--- config.mk ---
export PLATFORM = sky130hd
export DESIGN_NAME = srff_queue
export DESIGN_NICKNAME = d
export VERILOG_FILES = /design/src/srff_pkg.sv /design/src/srff_queue.sv
export VERILOG_INCLUDE_DIRS = /design/src /design/src/src
export SDC_FILE = /design/constraint.sdc
export NUM_CORES = 1
export LEC_CHECK = 0
export BUFFER_PORTS_ARGS = -buffer_cell sky130_fd_sc_hd__buf_2
export CAP_MARGIN = 25
export CELL_PAD_IN_SITES_DETAIL_PLACEMENT = 1
export CELL_PAD_IN_SITES_GLOBAL_PLACEMENT = 1
export CORE_UTILIZATION = 47
export CTS_CLUSTER_DIAMETER = 60
export DETAILED_ROUTE_END_ITERATION = 10
export PLACE_DENSITY_LB_ADDON = 0.1
export SYNTH_ARGS = -nofsm -noshare
export SYNTH_HDL_FRONTEND = slang
export SYNTH_SLANG_ARGS = --single-unit
--- constraint.sdc ---
create_clock -name clk_i -period 7.3 [get_ports clk_i]
set_input_delay 0.365 -clock clk_i [delete_from_list [all_inputs] [get_ports clk_i]]
set_output_delay 0.365 -clock clk_i [all_outputs]
set_load 0.02 [all_outputs]
--- src/stereo_resampling_frame_fifo_defines.svh ---
// Assertion macros shared by the block's modules.
// Every use expects clk_i and rst_ni in scope.
`ifndef STEREO_RESAMPLING_FRAME_FIFO_DEFINES_SVH
`define STEREO_RESAMPLING_FRAME_FIFO_DEFINES_SVH
`ifndef SYNTHESIS
`define SRFF_ASSERT(lbl, prop, msg) \
  lbl: assert property (@(posedge clk_i) disable iff (!rst_ni) prop) else $error(msg);
`define SRFF_ASSERT_IMP(lbl, ante, cons, msg) \
  lbl: assert property (@(posedge clk_i) disable iff (!rst_ni) (ante) |-> (cons)) \
    else $error(msg);
`else
`define SRFF_ASSERT(lbl, prop, msg)
`define SRFF_ASSERT_IMP(lbl, ante, cons, msg)
`endif
`endif

--- src/srff_pkg.sv ---
package srff_pkg;

  // Ring and sample geometry.
  localparam int RingFrames    = 4096;
  localparam int RingAw        = $clog2(RingFrames);
  localparam int SampleW       = 16;
  localparam int FrameW        = 2 * SampleW;
  localparam int CountW        = 12;

  // Resampler fixed-point format.
  localparam int PhaseFracBits = 16;
  localparam int PhaseW        = 24;
  localparam int StepW         = 21;
  localparam int DiffW         = SampleW + 1;
  localparam int ProdW         = DiffW + PhaseFracBits + 1;
  localparam int NumW          = ProdW + 1;

  localparam logic [PhaseW-1:0] PhaseOne = PhaseW'(1) << PhaseFracBits;
  localparam logic [StepW-1:0]  StepOne  = StepW'(1) << PhaseFracBits;

  // Depth of the queue between front and back.
  localparam int QueueDepth = 2;
  localparam int QueueAw    = $clog2(QueueDepth);
  localparam int QueueCntW  = $clog2(QueueDepth + 1);

  // Item kinds as they arrive on the input port.
  typedef enum logic [1:0] {
    KindPush  = 2'd0,
    KindPull  = 2'd1,
    KindFlush = 2'd2,
    KindNop   = 2'd3
  } kind_e;

  // Operations after classification by the front.
  typedef enum logic [2:0] {
    OpPassPush,
    OpResPush,
    OpPull,
    OpFlush,
    OpNop
  } op_e;

  typedef struct packed {
    op_e                      op;
    logic signed [SampleW-1:0] left;
    logic signed [SampleW-1:0] right;
    logic                     muted;
  } cmd_t;

endpackage

--- src/srff_queue.sv ---
`include "stereo_resampling_frame_fifo_defines.svh"

module srff_queue (
  input  logic           clk_i,
  input  logic           rst_ni,
  input  logic           push_i,
  input  srff_pkg::cmd_t cmd_i,
  output logic           full_o,
  input  logic           pop_i,
  output logic           valid_o,
  output srff_pkg::cmd_t cmd_o
);
  import srff_pkg::*;

  cmd_t                 slot_q [QueueDepth];
  logic [QueueAw-1:0]   wr_ptr_q, wr_ptr_d;
  logic [QueueAw-1:0]   rd_ptr_q, rd_ptr_d;
  logic [QueueCntW-1:0] cnt_q, cnt_d;
  logic                 full;

  assign full    = (cnt_q == QueueCntW'(QueueDepth));
  assign full_o  = full;
  assign valid_o = (cnt_q != '0);
  assign cmd_o   = slot_q[rd_ptr_q];

  // Pointer and fill count update.
  always_comb begin
    wr_ptr_d = wr_ptr_q;
    rd_ptr_d = rd_ptr_q;
    cnt_d    = cnt_q;
    if (push_i) begin
      wr_ptr_d = (wr_ptr_q == QueueAw'(QueueDepth - 1)) ? '0 : wr_ptr_q + 1'b1;
    end
    if (pop_i) begin
      rd_ptr_d = (rd_ptr_q == QueueAw'(QueueDepth - 1)) ? '0 : rd_ptr_q + 1'b1;
    end
    if (push_i && !pop_i) begin
      cnt_d = cnt_q + 1'b1;
    end else if (pop_i && !push_i) begin
      cnt_d = cnt_q - 1'b1;
    end
  end

  always_ff @(posedge clk_i or negedge rst_ni) begin
    if (!rst_ni) begin
      wr_ptr_q <= '0;
      rd_ptr_q <= '0;
      cnt_q    <= '0;
    end else begin
      wr_ptr_q <= wr_ptr_d;
      rd_ptr_q <= rd_ptr_d;
      cnt_q    <= cnt_d;
    end
  end

  // Entry storage carries no reset.
  always_ff @(posedge clk_i) begin
    if (push_i) begin
      slot_q[wr_ptr_q] <= cmd_i;
    end
  end

  `SRFF_ASSERT_IMP(a_no_push_when_full, push_i, !full, "queue written while full")
  `SRFF_ASSERT_IMP(a_no_pop_when_empty, pop_i, cnt_q != '0, "queue read while empty")

endmodule

# Word-level counts from Yosys, hierarchy flattened
# Memory sizes are Yosys's and may differ from the RTL's.
# Cells that the tools add are included.
[totals]
mem_count = 1
inputBits = 40
ff_bits = 4
latchBits = 0
wordCells = 21
mem_bits_rw = 72
rom_bits = 0
[op_classes]
magnitude_cmp = 0
addsub = 4
n_mul = 0
n_bitwise = 0
n_mux = 6
div_mod_pow = 0
n_eq_ne = 1
n_shift = 0
reduce_logical = 6
[memory_table]
columns = ["name", "depth", "width", "rd", "rd_clocked_by_memory_dff", "wr", "line_no", "source"]
rows = [
  ["slot_q", 2, 36, 1, 0, 1, "srff_queue.sv:15", "cmd_t slot_q [QueueDepth];"],
]
[op_table]
columns = ["operator", "count"]
rows = [
  ["$mux 1", 4],
  ["$mux 2", 2],
  ["$reduce_bool 2->1", 2],
  ["$add 1x1->1 const B", 2],
  ["$add 2x1->2 const B", 1],
  ["$eq 2x2->1 const B", 1],
  ["$logic_and 1x1->1", 2],
  ["$logic_not 1->1", 2],
  ["$sub 2x1->2 const B", 1],
]

# Logic depth before layout (Yosys ltp)
[logic_depth]
ltp_word = 4
depth_mapped = 5
depth_no_buf = 5

# Least setup slack after synthesis
# No wires, ideal clock.
[synth_timing]
path_kind = "register -> register"
startpoint = "register wr_ptr_q"
endpoint = "memory slot_q[0][0] (netlist name), enable pin"
synth_period_minus_slack_ps = 2451
required_time_ps = 6866
arrival_time_ps = 2017
path_buffers = 0
stages_incl_launch_ff = 2
setup_time_ps = 434
slack_ps = 4849
cell_sequence = "dfrtp_1 nor2b_1"
[synth_rtl]
columns = ["element", "line_no", "source"]
rows = [
  ["start, declared", "srff_queue.sv:16", "logic [QueueAw-1:0] wr_ptr_q, wr_ptr_d;"],
  ["start signal, assigned", "srff_queue.sv:50", "wr_ptr_q <= wr_ptr_d;"],
  ["end, declared", "srff_queue.sv:15", ""],
]
# Straight into the memory's write port.

==> flow_results.xml <==
<?xml version="1.0" encoding="UTF-8"?>
<metrics>
  <group name="outcome">
    <metric name="run_status" unit="">finished clean</metric>
  </group>
  <group name="synthesis">
    <metric name="flip_flop_and_latch_count_after_synthesis" unit="">76</metric>
    <metric name="postSynthNetCount" unit="">169</metric>
    <metric name="seq_area_frac_synth" unit="">0.770</metric>
    <metric name="syn_area" unit="mm2">0.00294</metric>
    <metric name="synth_warnings" unit="">0</metric>
    <metric name="ys_types" unit="">14</metric>
    <metric name="syn_avg_cell_area" unit="um2">22.9</metric>
    <metric name="synthesis.instances" unit="">128</metric>
  </group>
  <group name="sta">
    <metric name="timing.final.setup_violations" unit="">0</metric>
    <metric name="final_hold_vio_count" unit="">0</metric>
    <metric name="slew-limit-headroom" unit="">0.411</metric>
    <metric name="clock_skew" unit="ns">0.00412</metric>
    <metric name="layout_worst_path_cycle_share" unit="">0.291</metric>
    <metric name="rsz0062_at_grt" unit="">false</metric>
    <metric name="max_freq" unit="MHz">470</metric>
    <metric name="slew_violations" unit="">0</metric>
    <metric name="time_the_final_worst_path_needs_with_i_o_delays_and_setup" unit="ns">2.13</metric>
    <metric name="tns" unit="ns">0</metric>
    <metric name="max_slew.worst_pin.slew" unit="ns">0.883</metric>
  </group>
  <group name="cts">
    <metric name="clockBufferDepth" unit="">2</metric>
    <metric name="cts_tree" unit="">done</metric>
    <metric name="clock-root-buffer" unit="">clkbuf_8</metric>
    <metric name="tritoncts_num_sinks" unit="">76</metric>
    <metric name="h-tree-depth" unit="">3</metric>
    <metric name="clk_latency_worst_skew_pair" unit="ns">0.33</metric>
    <metric name="post_cts.repair.setup_buffers" unit="">0</metric>
    <metric name="numCtsBuffers" unit="">9</metric>
    <metric name="clk_pin_slew_worst_paths" unit="ns">0.07</metric>
  </group>
  <group name="detailed_routing">
    <metric name="avgRoutedWirePerCell" unit="um">16.4</metric>
    <metric name="drc_violation_count_after_routing" unit="">0</metric>
    <metric name="routed_via_density" unit="">4.88</metric>
    <metric name="route.final.wire_length" unit="mm">4.83</metric>
    <metric name="detail_route.first_pass.iterations" unit="">4</metric>
    <metric name="detail-route-antenna-nets" unit="">0</metric>
    <metric name="detailedRoute.firstIterationViolations" unit="">49</metric>
    <metric name="route.vias.total" unit="">1436</metric>
  </group>
  <group name="worst_setup_path">
    <metric name="timing.critical_path.required" unit="ns">6.93</metric>
    <metric name="timing.rr.start" unit="">wr_ptr_q</metric>
    <metric name="rr_endpoint" unit="">slot_q[1][30]</metric>
    <metric name="critPathLaunchType" unit="">flop</metric>
    <metric name="critPathKind" unit="">reg2out</metric>
    <metric name="regToRegSetupSlack" unit="ns">5.71</metric>
    <metric name="rr_worst_depth" unit="">1</metric>
    <metric name="timing.critical_path.arrival" unit="ns">1.76</metric>
    <metric name="path_max_fanout" unit="">27</metric>
    <metric name="critPathCaptureType" unit="">output port</metric>
  </group>
  <group name="final_layout">
    <metric name="final_nets" unit="">256</metric>
    <metric name="nFillCells" unit="">548</metric>
    <metric name="layout.area.seq" unit="mm2">0.00226</metric>
    <metric name="diodes" unit="">0</metric>
    <metric name="finalInstanceArea" unit="mm2">0.00356</metric>
    <metric name="drive_above_1_share" unit="">0.594</metric>
    <metric name="multiInputGateArea" unit="um2">608</metric>
    <metric name="area_delta_synth_final" unit="%">21.3</metric>
  </group>
  <group name="die">
    <metric name="std_cell_core_area" unit="mm2">0.00599</metric>
    <metric name="rows" unit="">28</metric>
    <metric name="fp.dieArea" unit="mm2">0.00657</metric>
    <metric name="top_level_ports" unit="">78</metric>
    <metric name="floorplan.initialDensity" unit="">0.490</metric>
    <metric name="die-width" unit="um">81.0</metric>
    <metric name="die_height" unit="um">81.0</metric>
  </group>
  <group name="grt">
    <metric name="wire_length_of_the_first_global_routing_pass" unit="mm">7.00</metric>
    <metric name="via_count_of_the_first_global_routing_pass" unit="">1482</metric>
    <metric name="maximum_number_of_pins_on_one_net_before_global_route_repair" unit="">38</metric>
    <metric name="antenna_found_initial" unit="">0</metric>
    <metric name="grt.total_usage" unit="">0.156</metric>
    <metric name="grt-ovfl-total" unit="">0</metric>
  </group>
  <group name="pwr">
    <metric name="totalPowerFinal" unit="mW">1.37</metric>
    <metric name="p_leak" unit="nW">1.44</metric>
    <metric name="power_per_cell_area" unit="mW/mm2">386</metric>
    <metric name="peakVddDrop" unit="V">0.000243</metric>
  </group>
  <group name="min_path">
    <metric name="worst_hold_startpoint" unit="">cmd_i[13]</metric>
    <metric name="worstHoldPathCells" unit="">1</metric>
    <metric name="holdPathEnd" unit="">slot_q[1][13]</metric>
    <metric name="path_category_of_the_worst_min_delay_check" unit="">in2reg</metric>
  </group>
  <group name="place">
    <metric name="finalWeightedCongestion" unit="">0.612</metric>
    <metric name="postPlaceCellArea" unit="mm2">0.00335</metric>
    <metric name="detailedPlacementHpwl" unit="mm">3.16</metric>
    <metric name="io_buffers" unit="">77</metric>
  </group>
  <group name="run">
    <metric name="cap_violations" unit="">0</metric>
  </group>
</metrics>
==> power breakdown <==
| group | total [mW] | internal, mW | switching (mW) |
|---|---|---|---|
| clock network | 0.252 | 0.118 | 0.134 |
| logic | 0.493 | 0.230 | 0.263 |
| registers | 0.630 | 0.582 | 0.0479 |
==> worst max-delay path, stage by stage (launching register included) <==
cell and delay [ns]:
dfrtp_2 0.61, buf_12 0.28, mux2_2 0.37, buf_2 0.16
==> final cells by class <==
type	instances	area share
flip-flops and latches	76	0.636
multi-input cells	47	0.171
repair buffers	80	0.124
clock buffers	11	0.0369
well taps	75	0.0264
clock inverters	4	0.00492
inverters	1	0.00105
==> cells in the final DEF (no fill, tap or decap) <==
master and instances:
buf_2 77, edfxtp_1 72, mux2_4 29, clkbuf_8 9, mux2_2 7, xor2_1 4, dfrtp_1 3, clkbuf_1 2
clkinv_2 2, clkinv_1 2, inv_1 1, or2_2 1, nor2b_1 1, and2_2 1, nor2b_4 1, xnor2_1 1
nor2_1 1, ha_1 1, dlygate4sd3_1 1, buf_16 1, buf_12 1, dfrtp_2 1
==> metal layers <==
layer / wire [um] / vias up / GRT usage
met2: 2640 / 52 / 0.271
met5: 0 / - / 0
li1: - / 668 / -
met4: 94 / 0 / 0.0964
met3: 263 / 9 / 0.0438
met1: 1830 / 707 / 0.168
==> worst max path at each step <==
stage | startpoint | end | cells after the start
finish | rd_ptr_q | cmd_o[15] | 3
global route | rd_ptr_q | cmd_o[15] | 3
CTS | rd_ptr_q | cmd_o[15] | 2
detailed placement | rd_ptr_q | cmd_o[15] | 2
global placement | rd_ptr_q | cmd_o[23] | 2
floorplan | wr_ptr_q | slot_q[0][0] | 1
==> repair_timing <==
item | in CTS | in global routing
gates resized for setup | 0 | 0
endpoints found under the hold margin | 4 | 0
hold buffers | 1 | 0
==> flip-flops by register name, summed over array words and instances, names as in the netlist <==
name and cells:
slot_q 72, cnt_q 2, rd_ptr_q 1, wr_ptr_q 1
==> cells in the mapped netlist <==
master    instances  share of area
xor2_1            4          0.012
nor2b_1           2         0.0043
ha_1              1         0.0043
mux2_2            7          0.027
or2_2             1         0.0021
edfxtp_1         72           0.74
nor2_1            1         0.0013
and2_1            1         0.0021
mux2_4           29           0.15
xnor2_1           1         0.0030
dfrtp_1           4          0.034
inv_1             1         0.0013
buf_6             1         0.0038
buf_12            3          0.020
==> logic make-up after synthesis <==
family | share of synthesized area
xor+xnor | 0.0149
buf+inv | 0.0256
fa+ha+maj | 0.00426
flops | 0.770
simple gates | 0.00980
mux | 0.175
==> through the flow <==
step / cells / hold WS, ns / utilization / setup WS [ns]
after floorplan: 128 / 0.0694 / - / 4.85
after global placement: 276 / 0.171 / 0.560 / 5.28
after detailed placement: 276 / 0.182 / 0.560 / 5.22
after CTS: 292 / 0.203 / 0.586 / 4.86
after global routing: 294 / 0.202 / 0.594 / 5.11
final: 294 / 0.216 / 0.594 / 5.17
(Power assumes the default switching activity.)
