--- src/stereo_resampling_frame_fifo_defines.svh ---
// Assertion macros shared by the block's modules.
// Every use expects clk_i and rst_ni in scope.
`ifndef STEREO_RESAMPLING_FRAME_FIFO_DEFINES_SVH
`define STEREO_RESAMPLING_FRAME_FIFO_DEFINES_SVH
`ifndef SYNTHESIS
`define SRFF_ASSERT(lbl, prop, msg) \
  lbl: assert property (@(posedge clk_i) disable iff (!rst_ni) prop) else $error(msg);
`define SRFF_ASSERT_IMP(lbl, ante, cons, msg) \
  lbl: assert property (@(posedge clk_i) disable iff (!rst_ni) (ante) |-> (cons)) \
    else $error(msg);
`else
`define SRFF_ASSERT(lbl, prop, msg)
`define SRFF_ASSERT_IMP(lbl, ante, cons, msg)
`endif
`endif

--- src/srff_pkg.sv ---
package srff_pkg;

  // Ring and sample geometry.
  localparam int RingFrames    = 4096;
  localparam int RingAw        = $clog2(RingFrames);
  localparam int SampleW       = 16;
  localparam int FrameW        = 2 * SampleW;
  localparam int CountW        = 12;

  // Resampler fixed-point format.
  localparam int PhaseFracBits = 16;
  localparam int PhaseW        = 24;
  localparam int StepW         = 21;
  localparam int DiffW         = SampleW + 1;
  localparam int ProdW         = DiffW + PhaseFracBits + 1;
  localparam int NumW          = ProdW + 1;

  localparam logic [PhaseW-1:0] PhaseOne = PhaseW'(1) << PhaseFracBits;
  localparam logic [StepW-1:0]  StepOne  = StepW'(1) << PhaseFracBits;

  // Depth of the queue between front and back.
  localparam int QueueDepth = 2;
  localparam int QueueAw    = $clog2(QueueDepth);
  localparam int QueueCntW  = $clog2(QueueDepth + 1);

  // Item kinds as they arrive on the input port.
  typedef enum logic [1:0] {
    KindPush  = 2'd0,
    KindPull  = 2'd1,
    KindFlush = 2'd2,
    KindNop   = 2'd3
  } kind_e;

  // Operations after classification by the front.
  typedef enum logic [2:0] {
    OpPassPush,
    OpResPush,
    OpPull,
    OpFlush,
    OpNop
  } op_e;

  typedef struct packed {
    op_e                      op;
    logic signed [SampleW-1:0] left;
    logic signed [SampleW-1:0] right;
    logic                     muted;
  } cmd_t;

endpackage

--- src/srff_front.sv ---
module srff_front (
  input  logic                         clk_i,
  input  logic                         rst_ni,
  input  logic                         cfg_we_i,
  input  logic [srff_pkg::StepW-1:0]   cfg_wdata_i,
  input  logic                         in_valid_i,
  output logic                         in_ready_o,
  input  logic [1:0]                   kind_i,
  input  logic signed [srff_pkg::SampleW-1:0] in_left_i,
  input  logic signed [srff_pkg::SampleW-1:0] in_right_i,
  input  logic                         muted_i,
  input  logic                         queue_full_i,
  output logic                         queue_push_o,
  output srff_pkg::cmd_t               cmd_o,
  output logic [srff_pkg::StepW-1:0]   rate_step_o
);
  import srff_pkg::*;

  logic [StepW-1:0] rate_step_q;
  logic             passthrough;
  kind_e            kind;

  // Rate step register; reset selects unity rate.
  always_ff @(posedge clk_i or negedge rst_ni) begin
    if (!rst_ni) begin
      rate_step_q <= StepOne;
    end else if (cfg_we_i) begin
      rate_step_q <= cfg_wdata_i;
    end
  end

  assign rate_step_o  = rate_step_q;
  assign passthrough  = (rate_step_q == '0) || (rate_step_q == StepOne);
  assign kind         = kind_e'(kind_i);
  assign in_ready_o   = !queue_full_i;
  assign queue_push_o = in_valid_i && !queue_full_i;

  // Classify the word into the operation the back end carries out.
  always_comb begin
    cmd_o.left  = in_left_i;
    cmd_o.right = in_right_i;
    cmd_o.muted = muted_i;
    unique case (kind)
      KindPush:  cmd_o.op = passthrough ? OpPassPush : OpResPush;
      KindPull:  cmd_o.op = OpPull;
      KindFlush: cmd_o.op = OpFlush;
      default:   cmd_o.op = OpNop;
    endcase
  end

endmodule

--- config.mk ---
export PLATFORM = sky130hd
export DESIGN_NAME = srff_front
export DESIGN_NICKNAME = d
export VERILOG_FILES = /design/src/stereo_resampling_frame_fifo_defines.svh /design/src/srff_pkg.sv /design/src/srff_front.sv
export SDC_FILE = /design/constraint.sdc
export NUM_CORES = 1
export LEC_CHECK = 0
export BUFFER_PORTS_ARGS = -buffer_cell sky130_fd_sc_hd__buf_2
export CAP_MARGIN = 10
export CORE_ASPECT_RATIO = 1.2
export CORE_MARGIN = 4
export CORE_UTILIZATION = 31
export DETAILED_ROUTE_END_ITERATION = 12
export PLACE_DENSITY = 0.86
export SLEW_MARGIN = 20
export SYNTH_ARGS = -nofsm -noshare
export SYNTH_HDL_FRONTEND = slang
export SYNTH_SLANG_ARGS = --single-unit
export TNS_END_PERCENT = 5
--- constraint.sdc ---
create_clock -name clk_i -period 1.4 [get_ports clk_i]
set_input_delay 0.42 -clock clk_i [delete_from_list [all_inputs] [get_ports clk_i]]
set_output_delay 0.42 -clock clk_i [all_outputs]
set_load 0.02 [all_outputs]
== Yosys cells after proc, flatten, opt, wreduce, memory -nomap -nowiden ==
Index checks and enable logic that the tools add are counted.
W data, S select, Z words.

* Register bits after elaboration: 21
* Bits in read-only memories: 0
* Latch bits: 0
* Bits in writable memories: 0
* Memories kept: 0
* Word-level logic and storage cells: 11
* Output and inout port bits: 59
* Input bits: 61

* Reduce and logical (&&, ||, !) cells: 5
* $lt $le $gt $ge: 0
* $add $sub $neg: 0
* Muxes and demuxes: 2
* Eq/ne operators: 3
* Multipliers: 0
* Shifts and indexed selects: 0
* Bitwise operators: 0
* Div/mod/pow operators: 0

{| class="wikitable"
|+ Operators by type and width
! cell !! count
|-
| $eq A21 B17 Y1 const B || 1
|-
| $logic_not A21 Y1 || 1
|-
| $pmux W3 S3 || 1
|-
| $eq A2 B1 Y1 const B || 1
|-
| $eq A2 B2 Y1 const B || 1
|-
| $logic_not A2 Y1 || 1
|-
| $logic_and A1 B1 Y1 || 1
|-
| $logic_not A1 Y1 || 1
|-
| $logic_or A1 B1 Y1 || 1
|-
| $mux W1 || 1
|}

== Logic depth before layout (Yosys ltp) ==
Gate-level depths: netlist (run 1).

* Depth in word-level cells: 4
* Mapped depth: 3
* Gate-level depth less buffers: 3

== Least setup slack after synthesis (run 1) ==
No wires, ideal clock.

* Path type: flip-flop to output port
* From: register rate_step_q[8] (netlist: rate_step_o[8])
* To: output port cmd_o[33] (netlist name)
* Data required time: 980 ps
* Setup slack: -149 ps
* Cell stages (with the launch flop): 4
* Buffers on the path: 0
* Arrival: 1129 ps
* Path through: dfrtp_1 nor4_2 nand4_1 o221a_1

{| class="wikitable"
|+ RTL lines
! element !! RTL line !! RTL
|-
| from (decl) || srff_front.sv:19 || <nowiki>logic [StepW-1:0] rate_step_q;</nowiki>
|-
| from (signal assigned) || srff_front.sv:26 || <nowiki>rate_step_q <= StepOne;</nowiki>
|-
| from (signal assigned) || srff_front.sv:28 || <nowiki>rate_step_q <= cfg_wdata_i;</nowiki>
|-
| to (decl) || srff_front.sv:14 || <nowiki>output srff_pkg::cmd_t cmd_o,</nowiki>
|}

==> results of run 1 <==
[synthesized netlist by cell type]
master   count  area (sq um)
nand2_1      2          7.51
nor4_1       1          6.26
nor3_1       1          5.00
dfstp_2      1          26.3
nor2b_1      1          6.26
buf_4       35           263
ha_1         2          25.0
o221a_1      1          11.3
nor2_1       1          3.75
inv_1        3          11.3
nor4_2       3          37.5
dfrtp_1     20           500
nand4_1      1          6.26
mux2_2      21           236
[cell families (layout without fill, tap and decap cells)]
kind of cell / Yosys count / in the layout / synth area share
adder cells (fa/ha/maj): 2 / 2 / 0.0218
AND/OR/NAND/NOR: 10 / 10 / 0.0633
buffers and inverters: 38 / 82 / 0.239
multiplexers: 21 / 21 / 0.206
flip-flops: 21 / 21 / 0.460
AO/OA/AOI/OAI: 1 / 1 / 0.00982
[worst max-delay path, delay by kind of cell (launching register included)]
kind / cells / cell delay (ns)
buffers and inverters: 1 / 0.13
flip-flops: 1 / 0.43
AND/OR/NAND/NOR: 2 / 0.44
AO/OA/AOI/OAI: 1 / 0.25
[worst min-delay path by stage]
stage,depth (start not counted),slack [ns],to,start
3_3_place_gp,1,0.40,rate_step_o[17],rst_ni
5_1_grt,1,0.15,rate_step_o[18],rst_ni
4_1_cts,1,0.12,rate_step_o[20],rst_ni
2_1_floorplan,0,0.12,rate_step_o[0],rst_ni
6_report,1,0.11,rate_step_o[18],rst_ni
3_5_place_dp,1,0.40,rate_step_o[17],rst_ni
[power breakdown]
group | internal [mW] | leakage, nW | switching [mW]
Sequential | 0.672 | 0.240 | 0.0491
Combinational | 0.251 | 0.476 | 0.215
Clock | 0.202 | 0.0228 | 0.176
[cell type report]
cell class                 count  area (sq um)
timing repair buffer          75           504
multi-input combinational     34           384
tap                           37          46.3
sequential                    21           532
fill                         341          1930
inverter                       3          11.3
clock buffer                   4          45.0
[per-layer routing]
| metal | GRT usage | part of all wire | vias to the layer above |
|---|---|---|---|
| li1 | - | - | 371 |
| met1 | 0.0995 | 0.29 | 383 |
| met2 | 0.225 | 0.56 | 48 |
| met3 | 0.0438 | 0.11 | 20 |
| met4 | 0.0767 | 0.043 | 0 |
| met5 | 0 | 0 | - |
[cells in the final DEF, fill, tap and decap left out, types with 2 or more instances in the layout]
master	count
nor4_4	2
dfrtp_1	16
buf_2	45
dfrtp_2	4
buf_6	11
nand2_1	2
mux2_2	21
buf_4	18
clkbuf_8	3
inv_1	2
[through the flow]
stage	TNS, ns	utilization	area [sq um]	hold slack (ns)	power, mW
3_5_place_dp	-0.327	0.399	1380	0.401	1.15
4_1_cts	-0.615	0.424	1470	0.124	1.56
2_1_floorplan	-0.105	-	1160	0.124	1.05
5_1_grt	-0.746	0.441	1520	0.146	1.66
3_3_place_gp	-0.271	0.399	1380	0.396	1.14
6_report	-0.537	0.441	1520	0.110	1.56
[what timing repair did]
action / CTS / global route
pin swaps: 2 / 1
cloned: 0 / 0
endpoints found under the setup margin: 3 / 11
setup buffers: 1 / 0
gates resized for setup: 7 / 16
hold buffers: 0 / 0
==> impl_metrics.yaml, run 1 <==
status:
  status: "finished, violations left"
  violations: "negative setup slack"
timing:
  slew_violations: 0
  finalCriticalPeriod_ns: 1.91
  setup_ws_ns: -0.508
  fmax_ghz: 0.524
  post-route-period-util: 1.36
  setup_viol: 3
  skew_ns: 0
  tightest_slew_ns: 0.462
  slew_headroom: 0.692
  hold_viol_final: 0
  rsz0062_at_grt: "yes"
worst_setup_path:
  cp-endpoint: "cmd_o[33]"
  end_kind: "output pin"
  worstReg2RegEnd: "rate_step_o[14]"
  startpoint: "rate_step_o[8]"
  slowest_delay_ns: 0.43
  crit_type: "flip-flop to output pin"
  cp_data_arrival_time_ns: 1.49
  worstPathRequired_ns: 0.98
  r2r-start: "rate_step_o[14]"
  worstSetupStartpointType: "flip-flop"
  rrSetupSlack_ns: 0.40
  crit_slowest_cell: "dfrtp_2"
  crit_chain: "nor4_4 > nand4_1 > o221a_4 > buf_6"
  cp_max_fo: 2
  r2r_cells: 3
placed_design:
  gp_congestion: 0.714
  place_ws_ns: -0.278
  dp_hpwl_um: 2270
  portBuffers: 53
  placedCellCount: 169
global_route:
  antenna_found_initial: 0
  grt_use_total: 0.116
  grt_pass1_vias: 940
  grt_max_degree: 22
  grt_first_pass_wirelength_um: 4220
  grt_overflow_total: 0
cells_and_area:
  largest_reg_flops: 21
  areaGrowthSynthToFinish_pct: 32.9
  num_antenna_cells: 0
  nets: 201
  fin_cells: 174
  layout-drive-gt1-share: 0.803
pwr:
  power.density_nw_per_um2: 1030
  leakage_nw: 0.739
  vdd_drop_max_mv: 0.598
clocking:
  cts_root_buf: "clkbuf_8"
  clk_latency_ns: 0.25
  path_clk_slew_ns: 0.07
  cts_tree: "built"
  cts_max_level: 1
  numCtsBuffers: 3
  cts.sinks: 21
  cts.path.max_buffers: 2
yosys:
  ys_seq_elements: 21
  synth_area_per_cell_sq_um: 12.3
  yosysUniqueCellTypes: 14
  synth_nets: 156
  netlist_area_sq_um: 1150
  yosys_warnings: 0
  seq_area_frac_synth: 0.460
  synthCells: 93
die:
  io_pins: 120
  start_util: 0.332
  dieArea_sq_um: 4740
  fp.coreArea_sq_um: 3450
  rows: 23
  die_x_um: 63.5
  die_h_um: 74.6
route:
  firstDrtPassIters: 3
  drtIter0Drc: 13
  via_per_inst: 4.72
  wire_per_inst_um: 15.9
  ant_nets: 0
  drc: 0
  vias: 822
  drt_wl_total_um: 2770
hold_path:
  hp-class: "input port to asynchronous set/reset pin"
run:
  maxCapViolCount: 0
(Power assumes the default switching activity.)
==> run 2, diff against run 1 <==
--- a/config.mk
+++ b/config.mk
@@ -9,10 +9,10 @@
 export CAP_MARGIN = 10
 export CORE_ASPECT_RATIO = 1.2
 export CORE_MARGIN = 4
-export CORE_UTILIZATION = 31
+export CORE_UTILIZATION = 37
 export DETAILED_ROUTE_END_ITERATION = 12
-export PLACE_DENSITY = 0.86
-export SLEW_MARGIN = 20
+export PLACE_DENSITY = 0.95
+export SLEW_MARGIN = 30
 export SYNTH_ARGS = -nofsm -noshare
 export SYNTH_HDL_FRONTEND = slang
 export SYNTH_SLANG_ARGS = --single-unit
==> constraint.sdc (replaced) <==
create_clock -name clk_i -period 2.31 [get_ports clk_i]
set_input_delay 0.693 -clock clk_i [delete_from_list [all_inputs] [get_ports clk_i]]
set_output_delay 0.693 -clock clk_i [all_outputs]
set_load 0.02 [all_outputs]
==> run 2 against run 1 <==
The run now ends clean. Core utilization down 1.5 points. Final area down 19%. First-iteration DRC count down 85%. Largest cell class unchanged. Die area down 14%. Clock skew unchanged. Count of clock-buffer cells in the layout unchanged. Sequential share of layout area up 7.9 points. Critical endpoint unchanged. Sequential power down 39%. Global-route usage up 1.4 points.
==> impl_metrics.yaml, run 2 (synthesized netlist as in run 1, its figures left out) <==
pwr:
  p_switching_mw: 0.244
  leakage_nw: 0.603
  internal-power_mw: 0.559
  comb_power_share: 0.242
  vdd_drop_max_mv: 0.516
  seqPwrFrac: 0.546
  switching_share: 0.304
  fin_total_pwr_mw: 0.803
  power.share.clock: 0.213
  power.density_nw_per_um2: 652
die:
  io_pins: 120
  die_h_um: 69.0
  dieArea_sq_um: 4060
  rows: 21
  start_util: 0.397
  fp.coreArea_sq_um: 2890
  die_x_um: 58.8
placed_design:
  place_area_sq_um: 1190
  placedCellCount: 145
  gp_congestion: 0.650
  portBuffers: 53
  dp_hpwl_um: 2390
clocking:
  cts_tree: "built"
  cts.path.max_buffers: 2
  cts_max_level: 1
  numCtsBuffers: 3
  cts.sinks: 21
  path_clk_slew_ns: 0.11
  cts_root_buf: "clkbuf_4"
  clk_latency_ns: 0.29
worst_setup_path:
  crit_chain: "nor4_2 > nand4_1 > o221a_1 > buf_2"
  worstSetupStartpointType: "flip-flop"
  cpLargestDelayFamily: "simple AND/OR/NAND/NOR gates"
  crit_buf_inv: 1
  cp_data_arrival_time_ns: 1.61
  worstPathRequired_ns: 1.62
  end_kind: "output pin"
  crit_type: "flip-flop to output pin"
  cp_max_fo: 2
  slowest_delay_ns: 0.41
  crit_slowest_cell: "dfrtp_1"
global_route:
  grt_overflow_total: 0
  grt_pass1_vias: 800
  grt_max_degree: 22
  antenna_found_initial: 0
  grt_use_total: 0.131
  grt_first_pass_wirelength_um: 3910
timing:
  setup_viol: 0
  slew_headroom: 0.694
  skew_ns: 0
  slew_violations: 0
  tightest_slew_ns: 0.458
  rsz0062_at_grt: "yes"
  finalCriticalPeriod_ns: 2.30
  tns_ns: 0
  hold_viol_final: 0
  fmax_ghz: 0.435
  post-route-period-util: 0.996
  whs_ns: 0.319
cells_and_area:
  layout-drive-gt1-share: 0.716
  largest_reg_flops: 21
  final_cell_mix: "buf_2, mux2_2, dfrtp_1, nor4_2"
  final_common_cell: "buf_2"
  num_antenna_cells: 0
  nets: 180
  areaGrowthSynthToFinish_pct: 7.42
  fin_cells: 150
  stdcell_area_sq_um: 1230
hold_path:
  hp-class: "input port to asynchronous set/reset pin"
route:
  ant_nets: 0
  drc: 0
  drt_wl_total_um: 2820
  firstDrtPassIters: 4
  drtIter0Drc: 2
  wire_per_inst_um: 18.8
  vias: 751
  via_per_inst: 5.01
status:
  status: "finished clean"
run:
  maxCapViolCount: 0
[run 2: cell type report]
type / count / area, sq um
Fill cell: 270 / 1660
Clock buffer: 4 / 26.3
Tap cell: 34 / 42.5
Sequential cell: 21 / 527
Inverter: 3 / 11.3
Multi-Input combinational cell: 34 / 352
Timing Repair Buffer: 54 / 273
[run 2: worst paths after layout]
| path | depth (start not counted) | to | slack (ns) | start |
|---|---|---|---|---|
| worst min-delay path | 1 | rate_step_o[11] | 0.32 | rst_ni |
| worst max register to register | 2 | rate_step_o[13] | 1.39 | rate_step_o[13] |
| max in group asynchronous | 1 | rate_step_o[16] | 1.66 | rst_ni |
| worst max-delay path | 4 | cmd_o[33] | 0.01 | rate_step_o[13] |
| worst min register to register | 1 | rate_step_o[19] | 0.56 | rate_step_o[19] |
| min in group clk_i | 1 | rate_step_o[19] | 0.56 | rate_step_o[19] |
[run 2: power by group through the flow]
stage | registers (mW) | clock network, mW | logic, mW
floorplan | 0.487 | 0 | 0.148
global placement | 0.443 | 0 | 0.188
detailed placement | 0.444 | 0 | 0.193
CTS | 0.437 | 0.174 | 0.194
global route | 0.444 | 0.193 | 0.209
finish | 0.438 | 0.171 | 0.194
[run 2: stage by stage]
| stage | setup slack (ns) | util |
|---|---|---|
| global placement | 0.172 | 0.412 |
| detailed placement | 0.119 | 0.412 |
| finish | 0.00994 | 0.426 |
| CTS | -0.0275 | 0.421 |
| global route | -0.0659 | 0.426 |
| floorplan | 0.419 | - |
[run 2: repair_timing]
| item | CTS | global route |
|---|---|---|
| hold buffers | 0 | 0 |
| setup buffers | 0 | 1 |
| pin swaps | 1 | 1 |
| gates resized for setup | 0 | 1 |
| setup endpoints to repair | 1 | 1 |
| endpoints found under the hold margin | 0 | 0 |
[run 2: routing by layer]
layer / track usage / share of wire / vias to the layer above
li1: - / - / 327
met1: 0.125 / 0.29 / 339
met2: 0.222 / 0.48 / 71
met3: 0.0745 / 0.20 / 14
met4: 0.0708 / 0.029 / 0
met5: 0 / 0 / -
==> run 3, diff against run 2 <==
--- a/config.mk
+++ b/config.mk
@@ -12,6 +12,7 @@
 export CORE_UTILIZATION = 37
 export DETAILED_ROUTE_END_ITERATION = 12
 export PLACE_DENSITY = 0.95
+export RECOVER_POWER = 25
 export SLEW_MARGIN = 30
 export SYNTH_ARGS = -nofsm -noshare
 export SYNTH_HDL_FRONTEND = slang
==> run 3 against run 2 <==
Maximum frequency is 0.19% lower. Clock skew is the same. Combinational power about the same. Setup slack got worse by 0.0043 ns. Via count decreased by 0.13%. First-iteration DRC count did not move. Global-route usage stayed put. Core utilization shrank 0.087 points.
==> impl_metrics.yaml, run 3 (synthesized netlist as in run 1, its figures left out) <==
hold_path:
  hp-class: "input port to asynchronous set/reset pin"
status:
  status: "finished clean"
route:
  vias: 750
  drtIter0Drc: 2
  firstDrtPassIters: 2
  ant_nets: 0
  drt_wl_total_um: 2800
  drc: 0
  via_per_inst: 5.00
  wire_per_inst_um: 18.7
timing:
  finalCriticalPeriod_ns: 2.30
  hold_viol_final: 0
  setup_ws_ns: 0.00561
  rsz0062_at_grt: "yes"
  skew_ns: 0
  slew_violations: 0
  fmax_ghz: 0.434
  slew_headroom: 0.287
  tns_ns: 0
  tightest_slew_ns: 1.07
  post-route-period-util: 0.998
  setup_viol: 0
pwr:
  vdd_drop_max_mv: 0.522
  leakage_nw: 0.598
  power.density_nw_per_um2: 655
  fin_total_pwr_mw: 0.804
clocking:
  path_clk_slew_ns: 0.11
  cts_max_level: 1
  clk_latency_ns: 0.29
  cts.path.max_buffers: 2
  cts_tree: "built"
  cts_root_buf: "clkbuf_4"
  cts.sinks: 21
  cts.hold.buffers_added: 0
  numCtsBuffers: 3
run:
  maxCapViolCount: 0
worst_setup_path:
  cp_data_arrival_time_ns: 1.61
  end_kind: "output pin"
  worstSetupStartpointType: "flip-flop"
  worstPathRequired_ns: 1.62
  crit_slowest_cell: "dfrtp_1"
  cp_max_fo: 2
  crit_type: "flip-flop to output pin"
  slowest_delay_ns: 0.42
  crit_chain: "nor4_2 > nand4_1 > o221a_1 > buf_2"
cells_and_area:
  final_cell_mix: "buf_2, mux2_2, dfrtp_1, nor4_2"
  fillers: 272
  layout-drive-gt1-share: 0.698
  num_antenna_cells: 0
  stdcell_area_sq_um: 1230
  largest_reg_flops: 21
  fin_cells: 150
  areaGrowthSynthToFinish_pct: 7.21
  final_common_cell: "buf_2"
  nets: 180
die:
  fp.coreArea_sq_um: 2890
  start_util: 0.397
  io_pins: 120
  dieArea_sq_um: 4060
  rows: 21
  die_h_um: 69.0
  die_x_um: 58.8
global_route:
  grt_max_degree: 22
  grt_use_total: 0.131
  grt_pass1_vias: 800
  antenna_found_initial: 0
  grt_overflow_total: 0
  grt_first_pass_wirelength_um: 3910
placed_design:
  portBuffers: 53
  placedCellCount: 145
  dp_hpwl_um: 2390
  place_ws_ns: 0.119
  place_area_sq_um: 1190
  gp_congestion: 0.650
-- run 3: metal layers --
layer	GRT usage	vias up	part of all wire
met4	0.0708	0	0.029
met2	0.222	70	0.48
met1	0.125	340	0.29
met5	0	-	0
li1	-	326	-
met3	0.0745	14	0.20
-- run 3: power breakdown --
| group | internal [mW] | switching, mW | total (mW) |
|---|---|---|---|
| logic | 0.0860 | 0.108 | 0.194 |
| registers | 0.406 | 0.0325 | 0.438 |
| clock network | 0.0673 | 0.105 | 0.173 |
| total | 0.559 | 0.246 | 0.804 |
-- run 3: worst paths after layout --
check | endpoint | cells after the start | slack, ns | from
max | cmd_o[33] | 4 | 0.006 | rate_step_o[13]
min | rate_step_o[11] | 1 | 0.55 | rst_ni
max reg2reg | rate_step_o[13] | 2 | 1.39 | rate_step_o[13]
max in group asynchronous | rate_step_o[0] | 1 | 1.11 | rst_ni
min reg2reg | rate_step_o[19] | 1 | 0.56 | rate_step_o[19]
min in group clk_i | rate_step_o[19] | 1 | 0.56 | rate_step_o[19]
-- run 3: area by class of cell --
cell class              instances  area (sq um)  area share
multi-input cells              34           352       0.286
repair buffers                 54           270       0.220
well taps                      34          42.5      0.0346
inverters                       3          11.3     0.00916
flip-flops and latches         21           527       0.429
clock buffers                   4          26.3      0.0214
-- run 3: what timing repair did --
| item | in CTS | in global routing |
|---|---|---|
| endpoints found under the setup margin | 1 | 1 |
| resized for setup | 0 | 1 |
| setup buffers | 0 | 1 |
| pin swaps | 1 | 1 |
-- run 3: stage by stage --
stage	utilization	hold WS (ns)
3_3_place_gp	0.412	0.514
5_1_grt	0.425	0.592
3_5_place_dp	0.412	0.522
6_report	0.425	0.550
2_1_floorplan	-	0.397
4_1_cts	0.421	0.335
-- run 3: worst max-delay path, delay by kind of cell, from the launching register on --
kind / cells / cell delay (ns)
DFF: 1 / 0.42
AOI/OAI and AO/OA: 1 / 0.26
buffers and inverters: 1 / 0.17
and+or+nand+nor: 2 / 0.46
